**config.mk**
```make
export PLATFORM = sky130hd
export DESIGN_NAME = kmer_minimizer_target_flat
export DESIGN_NICKNAME = d
export VERILOG_FILES = /design/src/rtl/kmm_pkg.sv /design/src/rtl/kmm_in_if.sv /design/src/rtl/kmm_out_if.sv /design/src/rtl/kmer_minimizer_target.sv /design/src/rtl/kmm_mul32.sv /design/src/flat_wrapper.sv
export SDC_FILE = /design/constraint.sdc
export NUM_CORES = 2
export LEC_CHECK = 0
export BUFFER_PORTS_ARGS = -buffer_cell sky130_fd_sc_hd__buf_4
export CAP_MARGIN = 20
export CORE_UTILIZATION = 50
export CTS_CLUSTER_DIAMETER = 100
export DETAILED_ROUTE_END_ITERATION = 10
export PLACE_DENSITY_LB_ADDON = 0.3
export REMOVE_ABC_BUFFERS = 1
export SETUP_SLACK_MARGIN = 0.3
export SYNTH_ARGS = -nofsm -noshare
export SYNTH_HDL_FRONTEND = slang
export SYNTH_HIERARCHICAL = 1
export SYNTH_SLANG_ARGS = --single-unit
```
**constraint.sdc**
```tcl
create_clock -name i_clk -period 16.54 [get_ports i_clk]
set_clock_uncertainty 0.1 [all_clocks]
set_input_delay 3.308 -clock i_clk [delete_from_list [all_inputs] [get_ports i_clk]]
set_output_delay 3.308 -clock i_clk [all_outputs]
set_load 0.02 [all_outputs]
```
**src/rtl/kmm_pkg.sv**
```systemverilog
// ----------------------------------------------------------------------------
// kmm_pkg
// Shared types and constants for the k-mer minimizer target block.
// ----------------------------------------------------------------------------
package kmm_pkg;

    // Default sizes
    localparam int MAX_KMER_DEF  = 64;
    localparam int RANK_BITS_DEF = 16;

    // Field and register widths
    localparam int CHAR_W   = 8;
    localparam int TARGET_W = 17;
    localparam int KLEN_W   = 7;
    localparam int MLEN_W   = 5;
    localparam int RANK_W   = 16;
    localparam int CFG_DW   = 16;
    localparam int CFG_AW   = 2;

    // Register indexes
    localparam logic [CFG_AW-1:0] REG_KMER_LEN = 2'd0;
    localparam logic [CFG_AW-1:0] REG_MIN_LEN  = 2'd1;
    localparam logic [CFG_AW-1:0] REG_RANK_CNT = 2'd2;

    // Mix hash constants
    localparam logic [63:0] HASH_MUL1 = 64'd3935559000370003845;
    localparam logic [63:0] HASH_ADD1 = 64'd2691343689449507681;
    localparam logic [63:0] HASH_MUL2 = 64'd4768777513237032717;

    typedef enum logic [2:0] {
        S_IDLE,
        S_SCAN,
        S_ALIGN,
        S_MUL,
        S_XS,
        S_MOD,
        S_OUT
    } t_state;

    // Map an ASCII character to a 2-bit code; valid is low for non-ACGT
    typedef struct packed {
        logic       valid;
        logic [1:0] code;
    } t_base;

    function automatic t_base base_decode(input logic [CHAR_W-1:0] c);
        t_base b;
        b.valid = 1'b1;
        case (c)
            8'h41, 8'h61: b.code = 2'd0;
            8'h43, 8'h63: b.code = 2'd1;
            8'h47, 8'h67: b.code = 2'd2;
            8'h54, 8'h74: b.code = 2'd3;
            default: begin
                b.code  = 2'd0;
                b.valid = 1'b0;
            end
        endcase
        return b;
    endfunction

endpackage

```
**src/rtl/kmm_in_if.sv**
```systemverilog
// ----------------------------------------------------------------------------
// kmm_in_if
// Input channel: one sequence character per item.
// ----------------------------------------------------------------------------
interface kmm_in_if;
    logic                        valid;
    logic                        ready;
    logic [kmm_pkg::CHAR_W-1:0]  base_char;
    logic                        last_base;

    modport source (output valid, output base_char, output last_base, input ready);
    modport sink   (input valid, input base_char, input last_base, output ready);
endinterface

```
**src/rtl/kmm_out_if.sv**
```systemverilog
// ----------------------------------------------------------------------------
// kmm_out_if
// Output channel: one target per item.
// ----------------------------------------------------------------------------
interface kmm_out_if;
    logic                                valid;
    logic                                ready;
    logic signed [kmm_pkg::TARGET_W-1:0] target;

    modport source (output valid, output target, input ready);
    modport sink   (input valid, input target, output ready);
endinterface

```
**src/rtl/kmer_minimizer_target.sv**
```systemverilog
// ----------------------------------------------------------------------------
// kmer_minimizer_target
// Streaming k-mer partitioner: finds the largest canonical m-mer of each
// k-mer, hashes it and reduces it modulo the rank count.
// ----------------------------------------------------------------------------
//  channel | dir | payload              | handshake
//  i_in    | in  | base_char, last_base | valid/ready
//  o_out   | out | target (signed 17)   | valid/ready
//  cfg     | in  | i_cfg_idx, i_cfg_data| i_cfg_we, no wait
//
//  An item that yields no result, or an invalid k-mer, is handled in the idle state.
//  A hashed k-mer passes from acceptance to result through a window scan
//  over MAX_KMER positions, one align step, two multiplies on the shared
//  32x32 multiplier, six xorshift steps, a bit-serial modulo over the 64
//  hash bits and one output step.
//  Input is ready only when idle with the output register empty.
//  Synchronous active-low reset clears control state; the window needs none.
// ----------------------------------------------------------------------------
module kmer_minimizer_target #(
    parameter int MAX_KMER  = kmm_pkg::MAX_KMER_DEF,
    parameter int RANK_BITS = kmm_pkg::RANK_BITS_DEF
) (
    input  logic                       i_clk,
    input  logic                       i_rst_n,
    kmm_in_if.sink                     i_in,
    kmm_out_if.source                  o_out,
    input  logic                       i_cfg_we,
    input  logic [kmm_pkg::CFG_AW-1:0] i_cfg_idx,
    input  logic [kmm_pkg::CFG_DW-1:0] i_cfg_data
);
    localparam int CW  = $clog2(MAX_KMER + 1);
    localparam int IW  = $clog2(MAX_KMER);
    localparam int NW  = (IW > 6) ? IW : 6;
    localparam int KX  = ((CW > kmm_pkg::KLEN_W) ? CW : kmm_pkg::KLEN_W) + 1;
    localparam int RCW = (RANK_BITS < kmm_pkg::RANK_W) ? RANK_BITS : kmm_pkg::RANK_W;
    localparam int WW  = 2 * MAX_KMER;

    // Configuration registers
    logic [kmm_pkg::KLEN_W-1:0] r_klen;
    logic [kmm_pkg::MLEN_W-1:0] r_mlen;
    logic [RCW-1:0]             r_rank;

    always_ff @(posedge i_clk) begin
        if (!i_rst_n) begin
            r_klen <= kmm_pkg::KLEN_W'(31);
            r_mlen <= kmm_pkg::MLEN_W'(15);
            r_rank <= RCW'(1);
        end else if (i_cfg_we) begin
            unique case (i_cfg_idx)
                kmm_pkg::REG_KMER_LEN: r_klen <= i_cfg_data[kmm_pkg::KLEN_W-1:0];
                kmm_pkg::REG_MIN_LEN:  r_mlen <= i_cfg_data[kmm_pkg::MLEN_W-1:0];
                kmm_pkg::REG_RANK_CNT: r_rank <= i_cfg_data[RCW-1:0];
                default: ;
            endcase
        end
    end

    // Effective k, clamped to 1..MAX_KMER
    logic [KX-1:0] k_ext, k_eff;
    logic [KX-1:0] m_ext;
    logic          no_cand;
    logic [KX:0]   thr_full;

    always_comb begin
        k_ext = KX'(r_klen);
        m_ext = KX'(r_mlen);
        if (k_ext == '0) k_eff = KX'(1);
        else if (k_ext > KX'(MAX_KMER)) k_eff = KX'(MAX_KMER);
        else k_eff = k_ext;
        no_cand  = (r_mlen == '0) || (m_ext > k_eff);
        thr_full = (KX+1)'(MAX_KMER) - (KX+1)'(k_eff) + (KX+1)'(m_ext) - (KX+1)'(1);
    end

    // State and datapath registers
    kmm_pkg::t_state r_state, n_state;
    logic [WW-1:0]   r_win, n_win, r_scan, n_scan;
    logic [CW-1:0]   r_seen, n_seen, r_run, n_run;
    logic [NW-1:0]   r_cnt, n_cnt;
    logic [IW-1:0]   r_thr, n_thr;
    logic            r_none, n_none;
    logic            r_pass, n_pass;
    logic [61:0]     r_fwd, n_fwd, r_rc, n_rc, r_best, n_best;
    logic [63:0]     r_hash, n_hash, r_acc, n_acc;
    logic [RCW:0]    r_rem, n_rem;
    logic            r_ovalid, n_ovalid;
    logic signed [kmm_pkg::TARGET_W-1:0] r_target, n_target;

    // Shared multiplier
    logic [31:0] mul_a, mul_b;
    logic [63:0] mul_p;
    logic [63:0] mul_k, mul_add;

    kmm_mul32 u_mul (
        .i_clk  (i_clk),
        .i_a    (mul_a),
        .i_b    (mul_b),
        .o_prod (mul_p)
    );

    always_comb begin
        mul_k   = r_pass ? kmm_pkg::HASH_MUL2 : kmm_pkg::HASH_MUL1;
        mul_add = r_pass ? 64'd0 : kmm_pkg::HASH_ADD1;
        case (r_cnt)
            NW'(1):  begin mul_a = r_hash[31:0];  mul_b = mul_k[63:32]; end
            NW'(2):  begin mul_a = r_hash[63:32]; mul_b = mul_k[31:0];  end
            default: begin mul_a = r_hash[31:0];  mul_b = mul_k[31:0];  end
        endcase
    end

    logic             accept;
    kmm_pkg::t_base   dec;
    logic [CW-1:0]    seen_inc, run_inc;
    logic [1:0]       sc;
    logic [61:0]      mask, fwd_nx, rc_nx, lesser;
    logic [RCW:0]     rem_sh;

    assign i_in.ready   = (r_state == kmm_pkg::S_IDLE) && !r_ovalid;
    assign accept       = i_in.valid && i_in.ready;
    assign o_out.valid  = r_ovalid;
    assign o_out.target = r_target;

    // Next state and datapath
    always_comb begin
        n_state  = r_state;
        n_win    = r_win;
        n_scan   = r_scan;
        n_seen   = r_seen;
        n_run    = r_run;
        n_cnt    = r_cnt;
        n_thr    = r_thr;
        n_none   = r_none;
        n_pass   = r_pass;
        n_fwd    = r_fwd;
        n_rc     = r_rc;
        n_best   = r_best;
        n_hash   = r_hash;
        n_acc    = r_acc;
        n_rem    = r_rem;
        n_target = r_target;
        n_ovalid = r_ovalid && !o_out.ready;

        dec      = kmm_pkg::base_decode(i_in.base_char);
        seen_inc = (r_seen < CW'(MAX_KMER)) ? r_seen + CW'(1) : r_seen;
        run_inc  = !dec.valid ? '0 : ((r_run < CW'(MAX_KMER)) ? r_run + CW'(1) : r_run);

        sc     = r_scan[WW-1 -: 2];
        mask   = (62'd1 << {r_mlen, 1'b0}) - 62'd1;
        fwd_nx = ({r_fwd[59:0], sc}) & mask;
        rc_nx  = (r_rc >> 2) | (62'(2'd3 - sc) << ({r_mlen, 1'b0} - 6'd2));
        lesser = (fwd_nx < rc_nx) ? fwd_nx : rc_nx;
        rem_sh = {r_rem[RCW-1:0], r_hash[63]};

        unique case (r_state)
            kmm_pkg::S_IDLE: begin
                if (accept) begin
                    n_win = {r_win[WW-3:0], dec.code};
                    n_seen = i_in.last_base ? '0 : seen_inc;
                    n_run  = i_in.last_base ? '0 : run_inc;
                    if (KX'(seen_inc) >= k_eff) begin
                        if (KX'(run_inc) < k_eff) begin
                            n_target = '1;
                            n_ovalid = 1'b1;
                        end else begin
                            n_scan  = {r_win[WW-3:0], dec.code};
                            n_cnt   = '0;
                            n_thr   = thr_full[IW-1:0];
                            n_none  = no_cand;
                            n_fwd   = '0;
                            n_rc    = '0;
                            n_best  = '0;
                            n_state = kmm_pkg::S_SCAN;
                        end
                    end
                end
            end
            kmm_pkg::S_SCAN: begin
                // Roll forward and reverse-complement m-mers, keep the max
                n_fwd  = fwd_nx;
                n_rc   = rc_nx;
                n_scan = {r_scan[WW-3:0], 2'b00};
                if (r_cnt[IW-1:0] >= r_thr && lesser > r_best) n_best = lesser;
                n_cnt = r_cnt + NW'(1);
                if (r_cnt == NW'(MAX_KMER - 1)) n_state = kmm_pkg::S_ALIGN;
            end
            kmm_pkg::S_ALIGN: begin
                // Left-align the winner in 64 bits, or zero when there is no candidate
                n_hash  = r_none ? 64'd0
                                 : ({2'b00, r_best} << (7'd64 - 7'({r_mlen, 1'b0})));
                n_pass  = 1'b0;
                n_cnt   = '0;
                n_state = kmm_pkg::S_MUL;
            end
            kmm_pkg::S_MUL: begin
                // Low 64 bits of hash * constant from three partial products, plus the add constant on the first pass
                n_cnt = r_cnt + NW'(1);
                case (r_cnt)
                    NW'(1):  n_acc = mul_p;
                    NW'(2):  n_acc = r_acc + {mul_p[31:0], 32'd0};
                    NW'(3):  n_acc = r_acc + {mul_p[31:0], 32'd0};
                    NW'(4): begin
                        n_hash  = r_acc + mul_add;
                        n_cnt   = '0;
                        n_state = kmm_pkg::S_XS;
                    end
                    default: ;
                endcase
            end
            kmm_pkg::S_XS: begin
                // One xorshift step per cycle
                n_cnt = r_cnt + NW'(1);
                case ({r_pass, r_cnt[1:0]})
                    3'b000:  n_hash = r_hash ^ (r_hash >> 21);
                    3'b001:  n_hash = r_hash ^ (r_hash << 37);
                    3'b010:  n_hash = r_hash ^ (r_hash >> 4);
                    3'b100:  n_hash = r_hash ^ (r_hash << 20);
                    3'b101:  n_hash = r_hash ^ (r_hash >> 41);
                    default: n_hash = r_hash ^ (r_hash << 5);
                endcase
                if (r_cnt == NW'(2)) begin
                    n_cnt = '0;
                    if (r_pass) begin
                        n_rem   = '0;
                        n_state = kmm_pkg::S_MOD;
                    end else begin
                        n_pass  = 1'b1;
                        n_state = kmm_pkg::S_MUL;
                    end
                end
            end
            kmm_pkg::S_MOD: begin
                // Restoring remainder, one hash bit per cycle
                n_hash = {r_hash[62:0], 1'b0};
                n_rem  = (rem_sh >= (RCW+1)'(r_rank)) ? rem_sh - (RCW+1)'(r_rank) : rem_sh;
                n_cnt  = r_cnt + NW'(1);
                if (r_cnt == NW'(63)) n_state = kmm_pkg::S_OUT;
            end
            kmm_pkg::S_OUT: begin
                n_target = (r_rank == '0) ? '0
                         : $signed({(kmm_pkg::TARGET_W - RCW)'(0), r_rem[RCW-1:0]});
                n_ovalid = 1'b1;
                n_state  = kmm_pkg::S_IDLE;
            end
            default: n_state = kmm_pkg::S_IDLE;
        endcase
    end

    // State register
    always_ff @(posedge i_clk) begin
        if (!i_rst_n) begin
            r_state  <= kmm_pkg::S_IDLE;
            r_seen   <= '0;
            r_run    <= '0;
            r_ovalid <= 1'b0;
            r_cnt    <= '0;
            r_pass   <= 1'b0;
        end else begin
            r_state  <= n_state;
            r_seen   <= n_seen;
            r_run    <= n_run;
            r_ovalid <= n_ovalid;
            r_cnt    <= n_cnt;
            r_pass   <= n_pass;
        end
    end

    // Payload registers
    always_ff @(posedge i_clk) begin
        r_win    <= n_win;
        r_scan   <= n_scan;
        r_thr    <= n_thr;
        r_none   <= n_none;
        r_fwd    <= n_fwd;
        r_rc     <= n_rc;
        r_best   <= n_best;
        r_hash   <= n_hash;
        r_acc    <= n_acc;
        r_rem    <= n_rem;
        r_target <= n_target;
    end
endmodule

```
**src/rtl/kmm_mul32.sv**
```systemverilog
// ----------------------------------------------------------------------------
// kmm_mul32
// Shared 32x32 unsigned multiplier with a registered product.
// ----------------------------------------------------------------------------
module kmm_mul32 (
    input  logic        i_clk,
    input  logic [31:0] i_a,
    input  logic [31:0] i_b,
    output logic [63:0] o_prod
);
    logic [63:0] r_prod;

    // Register the product
    always_ff @(posedge i_clk) begin
        r_prod <= 64'(i_a) * 64'(i_b);
    end

    assign o_prod = r_prod;
endmodule

```
**src/flat_wrapper.sv**
```systemverilog
// flat-port wrapper written by rule: the top's interface ports become plain ports
module kmer_minimizer_target_flat 
#(
    parameter int MAX_KMER  = kmm_pkg::MAX_KMER_DEF,
    parameter int RANK_BITS = kmm_pkg::RANK_BITS_DEF
)
  (i_clk, i_rst_n, i_cfg_we, i_cfg_idx, i_cfg_data, i_in_valid, i_in_base_char, i_in_last_base, i_in_ready, o_out_valid, o_out_target, o_out_ready);
  kmm_in_if i_in_i ();
  kmm_out_if o_out_i ();
  input  logic i_clk;
  input  logic i_rst_n;
  input  logic i_cfg_we;
  input  logic [kmm_pkg::CFG_AW-1:0] i_cfg_idx;
  input  logic [kmm_pkg::CFG_DW-1:0] i_cfg_data;
  input wire logic [$bits(i_in_i.valid)-1:0] i_in_valid;
  input wire logic [$bits(i_in_i.base_char)-1:0] i_in_base_char;
  input wire logic [$bits(i_in_i.last_base)-1:0] i_in_last_base;
  output wire logic [$bits(i_in_i.ready)-1:0] i_in_ready;
  output wire logic [$bits(o_out_i.valid)-1:0] o_out_valid;
  output wire logic [$bits(o_out_i.target)-1:0] o_out_target;
  input wire logic [$bits(o_out_i.ready)-1:0] o_out_ready;
  assign i_in_i.valid = i_in_valid;
  assign i_in_i.base_char = i_in_base_char;
  assign i_in_i.last_base = i_in_last_base;
  assign i_in_ready = i_in_i.ready;
  assign o_out_valid = o_out_i.valid;
  assign o_out_target = o_out_i.target;
  assign o_out_i.ready = o_out_ready;
  kmer_minimizer_target #(.MAX_KMER(MAX_KMER), .RANK_BITS(RANK_BITS)) u_core (.i_clk(i_clk), .i_rst_n(i_rst_n), .i_in(i_in_i), .o_out(o_out_i), .i_cfg_we(i_cfg_we), .i_cfg_idx(i_cfg_idx), .i_cfg_data(i_cfg_data));
endmodule
```
==> reports/results.ini <==
[logic_synthesis]
synth-edff-count = 604
synthArstFlopShare = 0
yosys_warnings = 6
synthesis.area_um2 = 78490
synth_ff_type = edfxtp_1
ys_seq_elements = 721
ys_seq_area_frac = 0.2609
synth_cell_types = 115
syn_avg_cell_area_um2 = 9.521
netlist_instances = 8244

[setup_path]
reg2reg_from = u_core/r_mlen[1]$_SDFFE_PN1P_
critPathSlowestCell = a311oi_1
required_ns = 16.73
cp_data_arrival_time_ns = 12.15
max_stage_delay_ns = 0.79
endpoint_kind = flip-flop
critical_path_class = flip-flop to flip-flop
startpoint_type = flip-flop
critPathMaxFanout = 55
startpoint = u_core/r_mlen[1]$_SDFFE_PN1P_

[sta]
setup_violations = 0
rsz0062_at_grt = no
worst_pin_slew_ns = 1.251
finalHoldWorstSlack_ns = 0.3134
setup_tns_ns = 0
min_period_ns = 11.96
relSlewSlack = 0.1555
fmax_ghz = 0.08358
setup_ws_ns = 4.576
hold_viol = 0
slew_viol_final = 0
finalCritPeriodShare = 0.7233

[die]
rows = 145
ios = 51
die_y_um = 398.2
die_area_um2 = 158600
die_w_um = 398.2
initial_core_util = 0.5031
core-area_um2 = 156000

[placed_design]
gp_congestion = 1.019
dp_worst_setup_slack_ns = 5.102
dp_hpwl_um = 172300
io_buffers = 49
dp_cells = 9986
place_area_um2 = 80660

[route]
wl_um = 234900
dr_total_vias = 61190
dr.pass1.iters = 10
first_iter_violations = 6597
drtAntennaViolNets = 0
wl_per_cell_um = 23.18
route.detailed.drc = 0
avgViaCountPerCell = 6.036

[clock_network]
cts_sinks = 721
clock-root-buffer = clkbuf_16
post_cts_buffers = 0
cts_max_path_buffers = 3
cts_tree = built
cts_buffers = 80
insertion_delay_ns = 0.71
clkTransAtPathRegs_ns = 0.06
ctsResizeCount = 0
htreeDepth = 3
hold_buffers = 0

[grt]
grt_max_degree = 97
grt_overflow = 0
grt_pass1_wl_um = 362100
grtUsageTotal = 0.2963
first_global_vias = 60450
antenna_found_initial = 5

[final_layout]
drive_gt1_frac = 0.07948
fill_cells = 13920
design_area_um2 = 83350
nNetsFinal = 9451
most-common-layout-cells = inv_1, nand2_1, fa_1
postLayoutCoreUtil = 0.5342
finalNonFillerCells = 10140
final_common_cell = inv_1
syn_to_final_growth_pct = 6.191
seq_area_um2 = 20490
multi_input_area_um2 = 52150

[power_and_ir_drop]
leakagePower_nw = 36.13
power.total_mw = 5.760
powerDensity_nw_per_um2 = 69.10
ir_worst_vdd_uv = 69.36

[min_path]
min_from = u_core/r_win[70]$_DFFE_PP_
min_path_type = flip-flop to flip-flop

[run]
cap_violations = 0

[outcome]
run_status = finished clean

-- cell families after synthesis --
family	synth area share
AO/OA/AOI/OAI	0.1238
XOR/XNOR	0.02055
adder cells (fa/ha/maj)	0.3098
buffers and inverters	0.07778
flip-flops	0.2609
multiplexers	0.05166
other	0.00009568
AND/OR/NAND/NOR	0.1554
-- state kept, by name, summed over array words and instances, names as in the netlist, 16 cells and up --
signal / count
u_core/o_out.target: 17
u_core/r_acc: 64
u_core/r_best: 62
u_core/r_fwd: 60
u_core/r_hash: 64
u_core/r_rank: 16
u_core/r_rc: 60
u_core/r_rem: 16
u_core/r_scan: 128
u_core/r_win: 126
u_core/u_mul/o_prod: 64
-- worst max-delay path, delay by kind of cell, from the launching register on --
| family | cells | cell delay, ns |
|---|---|---|
| mux | 1 | 0.21 |
| flops | 1 | 0.65 |
| simple gates | 11 | 3.62 |
| fa+ha+maj | 4 | 1.09 |
| buf+inv | 6 | 2.33 |
| compound gates | 12 | 3.36 |
-- area by class of cell --
class | count | share of cell area
multi-input combinational | 5946 | 0.6257
sequential | 721 | 0.2458
inverter | 1076 | 0.04856
tap | 2058 | 0.03089
clock buffer | 104 | 0.02641
timing repair buffer | 190 | 0.01746
clock inverter | 41 | 0.005119
antenna | 1 | 0.00003002
-- Yosys cell counts, types with 17 or more instances --
cell type  number  share of area
o211ai_1       46         0.0044
nor2_1        392          0.019
buf_2          46         0.0029
nor2b_1        26         0.0021
mux2i_1       116          0.015
inv_1        1073          0.051
o21a_1         34         0.0033
o21ai_0       277          0.018
nand3_1        91         0.0058
or3_1          19         0.0015
mux4_2         32         0.0092
and2_1        623          0.050
o21bai_1       26         0.0025
nor3b_1        19         0.0018
buf_1          27         0.0013
o31ai_1        19         0.0018
o21ai_1        21         0.0013
a21boi_0       19         0.0018
a21o_1        139          0.013
a211o_1        17         0.0019
nand2b_1       38         0.0030
fa_1          899           0.23
a22oi_1        61         0.0058
a31oi_1        59         0.0047
nand4_1        64         0.0051
a221oi_1       28         0.0031
nand2_1      1025          0.049
ha_1          505          0.081
a21oi_1       433          0.028
o22ai_1        55         0.0044
xnor2_1       101          0.011
nor3_1         91         0.0058
clkbuf_1      434          0.021
o221ai_1       29         0.0032
edfxtp_1      604           0.23
mux2_2        178          0.026
dfxtp_1       117          0.030
a211oi_1       50         0.0048
xor2_1         80         0.0089
and3_1         43         0.0034
-- report_power, final --
part	switching, mW	internal (mW)	total [mW]
Sequential	0.0896	2.06	2.15
Clock	0.797	0.988	1.78
Combinational	1.12	0.703	1.83
Total	2.01	3.75	5.76
-- worst paths after layout --
kind	slack (ns)	endpoint	cells after the start
setup / recovery	4.58	u_core/r_best[6]$_SDFFCE_PN0P_	34
hold / removal	0.31	u_core/r_win[72]$_DFFE_PP_	0
setup reg to reg	4.58	u_core/r_best[6]$_SDFFCE_PN0P_	34
hold reg to reg	0.31	u_core/r_win[72]$_DFFE_PP_	0
-- per-layer routing --
metal | track usage | wire length [um]
met1 | 0.4287 | 100400
met3 | 0.05277 | 22540
met4 | 0.1091 | 9445
met5 | 0 | 0
met2 | 0.4433 | 102500
Power figures use the tool's default switching activity.
